**config.mk**
```make
export PLATFORM = sky130hd
export DESIGN_NAME = onewire_bus_master_top
export DESIGN_NICKNAME = d
export VERILOG_FILES = /design/src/owm_pkg.sv /design/src/onewire_bus_master_top.sv /design/src/owm_fifo.sv /design/src/owm_front.sv /design/src/owm_back.sv
export SDC_FILE = /design/constraint.sdc
export NUM_CORES = 1
export LEC_CHECK = 0
export BUFFER_PORTS_ARGS = -buffer_cell sky130_fd_sc_hd__buf_4
export CAP_MARGIN = 5
export CELL_PAD_IN_SITES_DETAIL_PLACEMENT = 1
export CELL_PAD_IN_SITES_GLOBAL_PLACEMENT = 1
export CORE_MARGIN = 3
export CORE_UTILIZATION = 52
export DETAILED_ROUTE_END_ITERATION = 8
export PLACE_DENSITY = 0.88
export SLEW_MARGIN = 15
export SYNTH_ARGS = -nofsm -noshare
export SYNTH_HDL_FRONTEND = slang
export SYNTH_SLANG_ARGS = --single-unit
```
**constraint.sdc**
```tcl
create_clock -name clk -period 9.97 [get_ports clk]
set_input_delay 1.4955 -clock clk [delete_from_list [all_inputs] [get_ports clk]]
set_output_delay 1.4955 -clock clk [all_outputs]
set_load 0.01 [all_outputs]
```
**src/owm_pkg.sv**
```systemverilog
// Shared types, codes and constants of the 1-Wire bus master.
// No dependencies; used by every module of the block but owm_fifo.
package owm_pkg;

  localparam int TIMER_WIDTH_DEF = 10;
  localparam int CFG_W           = 10;
  localparam int NUM_REGS        = 8;
  localparam int CFG_IDX_W       = 3;
  localparam int IN_Q_DEPTH      = 4;
  localparam int OUT_Q_DEPTH     = 2;

  typedef enum logic [2:0] {
    OP_RESET    = 3'd0,
    OP_WR_BYTE  = 3'd1,
    OP_RD_BYTE  = 3'd2,
    OP_WR_BIT   = 3'd3,
    OP_RD_BIT   = 3'd4
  } op_t;

  typedef enum logic [3:0] {
    PH_IDLE     = 4'd0,
    PH_RST_LOW  = 4'd1,
    PH_RST_WAIT = 4'd2,
    PH_RST_REC  = 4'd3,
    PH_WR_LOW   = 4'd4,
    PH_WR_HOLD  = 4'd5,
    PH_WR_REC   = 4'd6,
    PH_RD_LOW   = 4'd7,
    PH_RD_WAIT  = 4'd8,
    PH_RD_TAIL  = 4'd9
  } phase_t;

  typedef enum logic [CFG_IDX_W-1:0] {
    REG_RESET_LOW     = 3'd0,
    REG_PRESENCE_WAIT = 3'd1,
    REG_RESET_RECOVER = 3'd2,
    REG_WRITE_LOW     = 3'd3,
    REG_WRITE_HOLD    = 3'd4,
    REG_READ_LOW      = 3'd5,
    REG_READ_WAIT     = 3'd6,
    REG_READ_TAIL     = 3'd7
  } reg_idx_t;

  typedef logic [CFG_W-1:0] cfg_word_t;
  typedef cfg_word_t [NUM_REGS-1:0] cfg_file_t;

  // Index 0 sits in the lowest slice.
  localparam cfg_file_t CFG_RESET_VALS = {
    10'd50, 10'd5, 10'd5, 10'd60, 10'd10, 10'd500, 10'd70, 10'd500
  };

  // One classified tick as it waits between the front and the sequencer.
  typedef struct packed {
    logic       start;
    op_t        op;
    logic [7:0] wdata;
    logic       bus;
  } tick_t;

  typedef struct packed {
    logic       drive_low;
    logic       busy;
    logic       done;
    logic [7:0] read_data;
    logic       presence;
  } res_t;

endpackage

```
**src/onewire_bus_master_top.sv**
```systemverilog
// Top level of the 1-Wire bus master: front end, tick queue, sequencer, result queue.
// Depends on owm_pkg, owm_front, owm_fifo and owm_back.
//
//   channel   direction  handshake          payload
//   in_*      input      push / full        cmd_valid, opcode, write_data, bus_in
//   out_*     output     empty / pop        drive_low, busy_res, done_res, read_data, presence
//   cfg_*     input      cfg_valid/ready    cfg_index, cfg_data
//
// One tick is taken and one result produced per clock while a tick waits and the result
// queue has room; the sequencer's phase/timer update, once per accepted tick, sets that rate.
// A tick's result reaches the result ports through the tick queue, then the result queue.
// Synchronous active-low reset empties both queues, idles the sequencer and loads
// the default timings. A stalled result side fills the queues and then raises full.
module onewire_bus_master_top #(
  parameter int TIMER_WIDTH = owm_pkg::TIMER_WIDTH_DEF
) (
  input  logic                          clk,
  input  logic                          rst_n,
  input  logic                          push,
  output logic                          full,
  input  logic                          in_cmd_valid,
  input  logic [2:0]                    in_opcode,
  input  logic [7:0]                    in_write_data,
  input  logic                          in_bus_in,
  output logic                          empty,
  input  logic                          pop,
  output logic                          out_drive_low,
  output logic                          out_busy_res,
  output logic                          out_done_res,
  output logic [7:0]                    out_read_data,
  output logic                          out_presence,
  input  logic                          cfg_valid,
  output logic                          cfg_ready,
  input  logic [owm_pkg::CFG_IDX_W-1:0] cfg_index,
  input  logic [owm_pkg::CFG_W-1:0]     cfg_data
);
  localparam int TW = $bits(owm_pkg::tick_t);
  localparam int RW = $bits(owm_pkg::res_t);

  owm_pkg::tick_t q_entry, tick_head;
  owm_pkg::res_t  res, res_head;
  logic           q_push, q_full, q_empty, tick_take;
  logic           res_push, res_full;

  assign cfg_ready = 1'b1;

  owm_front u_front (
    .push          (push),
    .full          (full),
    .in_cmd_valid  (in_cmd_valid),
    .in_opcode     (in_opcode),
    .in_write_data (in_write_data),
    .in_bus_in     (in_bus_in),
    .q_full        (q_full),
    .q_push        (q_push),
    .q_entry       (q_entry)
  );

  owm_fifo #(.WIDTH(TW), .DEPTH(owm_pkg::IN_Q_DEPTH)) u_tick_q (
    .clk     (clk),
    .rst_n   (rst_n),
    .wr_en   (q_push),
    .wr_data (q_entry),
    .full    (q_full),
    .rd_en   (tick_take),
    .rd_data (tick_head),
    .empty   (q_empty)
  );

  owm_back #(.TIMER_WIDTH(TIMER_WIDTH)) u_back (
    .clk        (clk),
    .rst_n      (rst_n),
    .cfg_we     (cfg_valid && cfg_ready),
    .cfg_idx    (cfg_index),
    .cfg_wdata  (cfg_data),
    .tick_avail (!q_empty),
    .tick       (tick_head),
    .tick_take  (tick_take),
    .res_full   (res_full),
    .res_push   (res_push),
    .res        (res)
  );

  owm_fifo #(.WIDTH(RW), .DEPTH(owm_pkg::OUT_Q_DEPTH)) u_res_q (
    .clk     (clk),
    .rst_n   (rst_n),
    .wr_en   (res_push),
    .wr_data (res),
    .full    (res_full),
    .rd_en   (pop),
    .rd_data (res_head),
    .empty   (empty)
  );

  assign out_drive_low = res_head.drive_low;
  assign out_busy_res  = res_head.busy;
  assign out_done_res  = res_head.done;
  assign out_read_data = res_head.read_data;
  assign out_presence  = res_head.presence;
endmodule

```
**src/owm_fifo.sv**
```systemverilog
// Small synchronous queue used between the front, the sequencer and the output.
// No dependencies beyond its parameters.
module owm_fifo #(
  parameter int WIDTH = 8,
  parameter int DEPTH = 4
) (
  input  logic             clk,
  input  logic             rst_n,
  input  logic             wr_en,
  input  logic [WIDTH-1:0] wr_data,
  output logic             full,
  input  logic             rd_en,
  output logic [WIDTH-1:0] rd_data,
  output logic             empty
);
  localparam int PW = (DEPTH > 1) ? $clog2(DEPTH) : 1;
  localparam int CW = $clog2(DEPTH + 1);

  logic [WIDTH-1:0] mem_r [DEPTH];
  logic [PW-1:0]    wptr_r, wptr_nxt;
  logic [PW-1:0]    rptr_r, rptr_nxt;
  logic [CW-1:0]    count_r, count_nxt;
  logic             do_wr, do_rd;

  assign full    = (count_r == CW'(DEPTH));
  assign empty   = (count_r == '0);
  assign do_wr   = wr_en && !full;
  assign do_rd   = rd_en && !empty;
  assign rd_data = mem_r[rptr_r];

  always_comb begin
    wptr_nxt  = wptr_r;
    rptr_nxt  = rptr_r;
    count_nxt = count_r;
    if (do_wr) begin
      wptr_nxt = (wptr_r == PW'(DEPTH - 1)) ? '0 : wptr_r + PW'(1);
    end
    if (do_rd) begin
      rptr_nxt = (rptr_r == PW'(DEPTH - 1)) ? '0 : rptr_r + PW'(1);
    end
    if (do_wr && !do_rd) begin
      count_nxt = count_r + CW'(1);
    end else if (do_rd && !do_wr) begin
      count_nxt = count_r - CW'(1);
    end
  end

  always_ff @(posedge clk) begin
    if (!rst_n) begin
      wptr_r  <= '0;
      rptr_r  <= '0;
      count_r <= '0;
    end else begin
      wptr_r  <= wptr_nxt;
      rptr_r  <= rptr_nxt;
      count_r <= count_nxt;
    end
  end

  always_ff @(posedge clk) begin
    if (do_wr) begin
      mem_r[wptr_r] <= wr_data;
    end
  end
endmodule

```
**src/owm_front.sv**
```systemverilog
// Front end: takes ticks from the input channel and classifies the command.
// Depends on owm_pkg for the tick record and opcode codes.
module owm_front (
  input  logic           push,
  output logic           full,
  input  logic           in_cmd_valid,
  input  logic [2:0]     in_opcode,
  input  logic [7:0]     in_write_data,
  input  logic           in_bus_in,
  input  logic           q_full,
  output logic           q_push,
  output owm_pkg::tick_t q_entry
);
  logic legal_op;

  // Opcodes past read bit start no command and pass on as reset, so the sequencer never sees them.
  assign legal_op = (in_opcode <= 3'(owm_pkg::OP_RD_BIT));

  assign full   = q_full;
  assign q_push = push;

  always_comb begin
    q_entry.start = in_cmd_valid && legal_op;
    q_entry.op    = legal_op ? owm_pkg::op_t'(in_opcode) : owm_pkg::OP_RESET;
    q_entry.wdata = (in_opcode == 3'(owm_pkg::OP_WR_BIT)) ? {7'd0, in_write_data[0]}
                                                          : in_write_data;
    q_entry.bus   = in_bus_in;
  end
endmodule

```
**src/owm_back.sv**
```systemverilog
// Slot sequencer: runs one tick per transfer and holds the timing registers.
// Depends on owm_pkg for the phase, opcode and record types.
module owm_back #(
  parameter int TIMER_WIDTH = owm_pkg::TIMER_WIDTH_DEF
) (
  input  logic                           clk,
  input  logic                           rst_n,
  input  logic                           cfg_we,
  input  logic [owm_pkg::CFG_IDX_W-1:0]  cfg_idx,
  input  logic [owm_pkg::CFG_W-1:0]      cfg_wdata,
  input  logic                           tick_avail,
  input  owm_pkg::tick_t                 tick,
  output logic                           tick_take,
  input  logic                           res_full,
  output logic                           res_push,
  output owm_pkg::res_t                  res
);
  localparam int LW = (TIMER_WIDTH + 1 > owm_pkg::CFG_W) ? TIMER_WIDTH + 1 : owm_pkg::CFG_W;

  owm_pkg::cfg_file_t      cfg_r;
  owm_pkg::phase_t         phase_r, phase_nxt;
  logic [TIMER_WIDTH-1:0]  tick_r, tick_nxt;
  logic [2:0]              bit_r, bit_nxt;
  logic [7:0]              shift_r, shift_nxt;
  owm_pkg::op_t            aop_r, aop_nxt;
  logic [7:0]              rbyte_r, rbyte_nxt;
  logic                    pres_r, pres_nxt;

  logic                    step;
  logic                    fixed_len;
  owm_pkg::reg_idx_t       sel;
  logic [LW-1:0]           len, raw, tc_inc;

  assign step      = tick_avail && !res_full;
  assign tick_take = step;
  assign res_push  = step;

  always_comb begin
    phase_nxt = phase_r;
    tick_nxt  = tick_r;
    bit_nxt   = bit_r;
    shift_nxt = shift_r;
    aop_nxt   = aop_r;
    rbyte_nxt = rbyte_r;
    pres_nxt  = pres_r;
    res.drive_low = 1'b0;
    res.busy      = 1'b0;
    res.done      = 1'b0;
    fixed_len = 1'b0;
    sel       = owm_pkg::REG_RESET_LOW;

    // The accepting tick is already the first tick of the command.
    if (phase_r == owm_pkg::PH_IDLE && tick.start) begin
      aop_nxt   = tick.op;
      bit_nxt   = '0;
      tick_nxt  = '0;
      shift_nxt = (tick.op == owm_pkg::OP_WR_BYTE || tick.op == owm_pkg::OP_WR_BIT)
                  ? tick.wdata : 8'd0;
      unique case (tick.op)
        owm_pkg::OP_RESET:                        phase_nxt = owm_pkg::PH_RST_LOW;
        owm_pkg::OP_WR_BYTE, owm_pkg::OP_WR_BIT:  phase_nxt = owm_pkg::PH_WR_LOW;
        default:                                  phase_nxt = owm_pkg::PH_RD_LOW;
      endcase
    end

    unique case (phase_nxt)
      owm_pkg::PH_RST_LOW:  sel = owm_pkg::REG_RESET_LOW;
      owm_pkg::PH_RST_WAIT: sel = owm_pkg::REG_PRESENCE_WAIT;
      owm_pkg::PH_RST_REC:  sel = owm_pkg::REG_RESET_RECOVER;
      owm_pkg::PH_WR_LOW:   sel = owm_pkg::REG_WRITE_LOW;
      owm_pkg::PH_WR_HOLD:  sel = owm_pkg::REG_WRITE_HOLD;
      owm_pkg::PH_RD_LOW:   sel = owm_pkg::REG_READ_LOW;
      owm_pkg::PH_RD_WAIT:  sel = owm_pkg::REG_READ_WAIT;
      owm_pkg::PH_RD_TAIL:  sel = owm_pkg::REG_READ_TAIL;
      default:              fixed_len = 1'b1;
    endcase

    // A zero register counts as one tick; lengths beyond the timer saturate.
    raw = LW'(cfg_r[sel]);
    if (fixed_len || raw == '0) begin
      len = LW'(1);
    end else if (raw > (LW'(1) << TIMER_WIDTH)) begin
      len = LW'(1) << TIMER_WIDTH;
    end else begin
      len = raw;
    end
    tc_inc = LW'(tick_nxt) + LW'(1);

    if (phase_nxt != owm_pkg::PH_IDLE) begin
      res.busy = 1'b1;
      res.drive_low = (phase_nxt == owm_pkg::PH_RST_LOW) || (phase_nxt == owm_pkg::PH_WR_LOW)
                   || (phase_nxt == owm_pkg::PH_RD_LOW)
                   || (phase_nxt == owm_pkg::PH_WR_HOLD && !shift_nxt[0]);

      if (phase_nxt == owm_pkg::PH_RST_REC && tick_nxt == '0) begin
        pres_nxt = !tick.bus;
      end
      if (phase_nxt == owm_pkg::PH_RD_TAIL && tick_nxt == '0) begin
        shift_nxt = shift_nxt | (8'(tick.bus) << bit_nxt);
      end

      if (tc_inc < len) begin
        tick_nxt = tick_nxt + TIMER_WIDTH'(1);
      end else begin
        tick_nxt = '0;
        unique case (phase_nxt)
          owm_pkg::PH_RST_LOW:  phase_nxt = owm_pkg::PH_RST_WAIT;
          owm_pkg::PH_RST_WAIT: phase_nxt = owm_pkg::PH_RST_REC;
          owm_pkg::PH_WR_LOW:   phase_nxt = owm_pkg::PH_WR_HOLD;
          owm_pkg::PH_WR_HOLD:  phase_nxt = owm_pkg::PH_WR_REC;
          owm_pkg::PH_RD_LOW:   phase_nxt = owm_pkg::PH_RD_WAIT;
          owm_pkg::PH_RD_WAIT:  phase_nxt = owm_pkg::PH_RD_TAIL;
          owm_pkg::PH_WR_REC: begin
            if (aop_nxt == owm_pkg::OP_WR_BIT || bit_nxt == 3'd7) begin
              phase_nxt = owm_pkg::PH_IDLE;
              res.done  = 1'b1;
            end else begin
              bit_nxt   = bit_nxt + 3'd1;
              shift_nxt = shift_nxt >> 1;
              phase_nxt = owm_pkg::PH_WR_LOW;
            end
          end
          owm_pkg::PH_RD_TAIL: begin
            if (aop_nxt == owm_pkg::OP_RD_BIT || bit_nxt == 3'd7) begin
              rbyte_nxt = shift_nxt;
              phase_nxt = owm_pkg::PH_IDLE;
              res.done  = 1'b1;
            end else begin
              bit_nxt   = bit_nxt + 3'd1;
              phase_nxt = owm_pkg::PH_RD_LOW;
            end
          end
          default: begin
            phase_nxt = owm_pkg::PH_IDLE;
            res.done  = 1'b1;
          end
        endcase
      end
    end

    res.read_data = rbyte_nxt;
    res.presence  = pres_nxt;
  end

  always_ff @(posedge clk) begin
    if (!rst_n) begin
      phase_r <= owm_pkg::PH_IDLE;
      tick_r  <= '0;
      bit_r   <= '0;
      shift_r <= '0;
      aop_r   <= owm_pkg::OP_RESET;
      rbyte_r <= '0;
      pres_r  <= 1'b0;
    end else if (step) begin
      phase_r <= phase_nxt;
      tick_r  <= tick_nxt;
      bit_r   <= bit_nxt;
      shift_r <= shift_nxt;
      aop_r   <= aop_nxt;
      rbyte_r <= rbyte_nxt;
      pres_r  <= pres_nxt;
    end
  end

  always_ff @(posedge clk) begin
    if (!rst_n) begin
      cfg_r <= owm_pkg::CFG_RESET_VALS;
    end else if (cfg_we) begin
      cfg_r[cfg_idx] <= cfg_wdata;
    end
  end
endmodule

```
==> key figures <==
Setup path
  – WP data arrival: 6.41 ns
  – WP data required: 10.23 ns
  – Critical path cell sequence: mux4_2, or3_1, a21oi_4, o21a_1, o31ai_1, o221a_2, nor2_1, nand2_1, ha_1, nand4_1, nor2_1, nand4_1, nor2b_1, o311a_1, o41ai_4, buf_4, a21boi_2, mux2_2
  – Critical path launch point type: register
  – CP Class: reg -> reg
  – CP max FO: 17
  – Crit path largest cell delay: 0.86 ns
  – Worst Setup End Kind: register
  – Crit-path slowest cell: dfxtp_1

Layout
  – Multi-input gate area: 4660 um2
  – Diodes inserted: 0
  – Final cell count without fillers: 1315
  – Final design utilization: 60.6%
  – Final nets: 1121
  – Design area: 11100 um2
  – Share of layout cells above drive strength 1: 12.3%
  – Register area: 4900 um2
  – Area growth syn-to-layout: 12.1%
  – Filler Cell Count: 2036

Drt
  – Via density: 6.32
  – Vias: 8307
  – Total routed wirelength: 30000 um
  – Remaining DRCs: 0
  – DRT antenna net count: 0
  – 1st-iter DRT viols: 632
  – TritonRoute pass-1 iters: 6
  – Routed len/inst: 22.8 um

STA
  – Final slew viol count: 0
  – Rel. slew slack: 28.9%
  – Min setup slack post-route: 3.82 ns
  – Fin Setup TNS: 0 ns
  – Hold Slack: 0.458 ns
  – Final min period: 6.15 ns
  – Fmax: 163 MHz
  – Fin. Hold Viols: 0
  – Max Clock Skew: 0.0119 ns
  – RSZ-0062 raised after global routing: false
  – Period Utilization, post-route: 61.7%
  – Final setup violation count: 0
  – Worst-Margin Slew: 1.06 ns

Job
  – Max-cap check violation count: 0

Power and ir drop
  – Switch Pwr: 1.49 mW
  – Switching share of power: 41.0%
  – Leakage: 4.10 nW
  – Pwr dens: 327 nW/um2
  – Sequential fraction of design power: 30.2%
  – Pint: 2.14 mW
  – Total power: 3.63 mW
  – Max VDD drop: 0.180 mV
  – Clock network power share: 24.3%
  – Combinational share of power: 45.6%

Synth
  – Synth Register Bits: 207
  – Share of the synthesized area in the top cell type: 26.5%
  – Synth unique cells: 73
  – Mapped Cells: 1053
  – Net Count, Synth: 1105
  – Async SR Flop Fraction: 0%
  – Register area share after synthesis: 49.5%
  – Synth Warn #: 0
  – Synth top area cells: dfxtp_1, edfxtp_1, nand2_1, a21oi_1, mux2i_1
  – Mapped Avg Cell Area: 9.41 um2
  – Number of flops mapped to enable cells by yosys: 76
  – Mapped cell area: 9900 um2
  – Synth area leader: dfxtp_1
  – Synth Flop Type: dfxtp_1

GRT
  – Global route overflow: 0
  – Initial antenna violation count: 0
  – Vias in the first global route: 8715
  – First-pass GRT wire length: 47700 um
  – GRT Resource Usage Total: 29.2%
  – Largest net degree at the start of global routing: 87

Placement
  – Hpwl dp: 20100 um
  – Placer Congestion: 0.878
  – Worst slack, placed: 3.86 ns
  – Dpl cells: 1273
  – Placement Cell Area: 10300 um2
  – IO Port Bufs: 44

Clock tree
  – Post-cts gate resize count: 0
  – CTS Buf Count: 23
  – Worst-Skew Late Latency: 0.52 ns
  – CTS tree: built
  – Clock-pin slew on the worst setup and hold paths: 0.06 ns
  – Post-CTS setup buffers: 0
  – CTS sink count: 207
  – Hold_buf cts: 0
  – Max clock buf depth: 3
  – CTS H-tree lvls: 1
  – CTS root buf: clkbuf_16

Run status
  – Status: complete, no violations

Min path
  – Min-Delay Path Class: reg -> reg

Die
  – Core ar.: 18300 um2
  – I/O Pins: 46
  – Initial Util: 54.0%
  – Die span in x: 144 um
  – Row cnt: 49
  – Full die area: 20700 um2
  – Die Y: 144 um
-- power by group through the flow --
stage / Combinational [mW] / Sequential (mW) / Clock, mW
floorplan: 1.21 / 1.05 / 0
global placement: 1.55 / 1.10 / 0
detailed placement: 1.61 / 1.11 / 0
CTS: 1.63 / 1.09 / 0.890
global route: 1.81 / 1.11 / 0.924
finish: 1.65 / 1.09 / 0.881
-- cell usage after synthesis (11+ instances only) --
cell type	number
a21oi_1	92
and2_1	19
clkbuf_1	38
dfxtp_1	131
edfxtp_1	76
ha_1	20
inv_1	24
mux2_2	19
mux2i_1	30
mux4_2	13
nand2_1	237
nand2b_1	11
nand3_1	55
nand4_1	17
nor2_1	56
o211ai_1	14
o21ai_0	24
o22ai_1	13
-- registers in the layout, summed over array words and instances, names as in the netlist, named ones only --
signal and count:
u_back.cfg_r 80, u_tick_q.wptr_r 2, u_res_q.count_r 2, u_back.phase_r 4
u_back.bit_r 3, u_res_q.wptr_r 1, u_res_q.rptr_r 1, u_back.aop_r 3
u_tick_q.rptr_r 2, u_back.rbyte_r 8, u_back.tick_r 10, u_res_q.mem_r 24
u_back.shift_r 8, u_tick_q.count_r 3, u_tick_q.mem_r 52, u_back.pres_r 1
-- cell usage in the layout, fill, tap and decap left out, drive strengths merged, types with 8 or more instances in the layout --
| cell type | netlist | final |
|---|---|---|
| a21o | 10 | 10 |
| a21oi | 94 | 94 |
| a31oi | 8 | 8 |
| and2 | 19 | 19 |
| buf | 14 | 51 |
| clkbuf | 46 | 28 |
| clkinv | 1 | 9 |
| dfxtp | 131 | 131 |
| edfxtp | 76 | 76 |
| ha | 20 | 20 |
| inv | 24 | 25 |
| mux2 | 25 | 25 |
| mux2i | 30 | 30 |
| mux4 | 13 | 13 |
| nand2 | 238 | 238 |
| nand2b | 11 | 11 |
| nand3 | 55 | 55 |
| nand4 | 17 | 17 |
| nor2 | 56 | 56 |
| nor2b | 9 | 9 |
| nor3 | 10 | 10 |
| o211ai | 14 | 14 |
| o21ai | 26 | 26 |
| o22ai | 14 | 14 |
| xor2 | 8 | 8 |
-- worst paths after layout --
| kind | from | to | depth (start not counted) | slack (ns) |
|---|---|---|---|---|
| worst max register to register | register | u_res_q.mem_r[0][1] | 18 | 3.82 |
| worst min-delay path | u_back.rbyte_r[7] | u_back.rbyte_r[7] | 2 | 0.46 |
| worst min register to register | u_back.rbyte_r[7] | u_back.rbyte_r[7] | 2 | 0.46 |
| worst max-delay path | register | u_res_q.mem_r[0][1] | 18 | 3.82 |
-- final cells by class --
type | instances | area share [%]
clock inverter | 14 | 1.54
clock buffer | 28 | 5.44
inverter | 25 | 0.845
sequential | 207 | 44.2
multi-input combinational | 761 | 42.0
timing repair buffer | 51 | 3.45
tap | 229 | 2.58
-- critical path, delay by kind of cell (launching register included) --
family / cells / cell delay (ns)
AOI/OAI and AO/OA: 7 / 2.25
and+or+nand+nor: 7 / 1.16
muxes: 2 / 1.09
DFF: 1 / 0.86
adders and majority gates: 1 / 0.31
buffers and inverters: 1 / 0.21
-- layer usage --
metal / routed length (um) / part of all wire (%) / track usage [%] / vias up
met1: 12700 / 42 / 38.2 / 4137
met4: 985 / 3.3 / 11.1 / 0
met2: 14600 / 49 / 48.6 / 304
met5: 0 / 0 / 0 / -
met3: 1710 / 5.7 / 5.03 / 75
li1: - / - / - / 3791
-- cell families (layout without fill, tap and decap cells) --
group | count (synthesis) | in the layout | synth area share, %
and+or+nand+nor | 438 | 438 | 19.6
AOI/OAI and AO/OA | 219 | 219 | 14.5
DFF | 207 | 207 | 49.5
buffers and inverters | 85 | 118 | 3.58
muxes | 68 | 68 | 8.83
adders and majority gates | 21 | 21 | 2.73
xor gates and xnor gates | 14 | 14 | 1.24
other | 1 | 1 | 0.0379
Note: power is estimated with default switching activity, not from simulation.
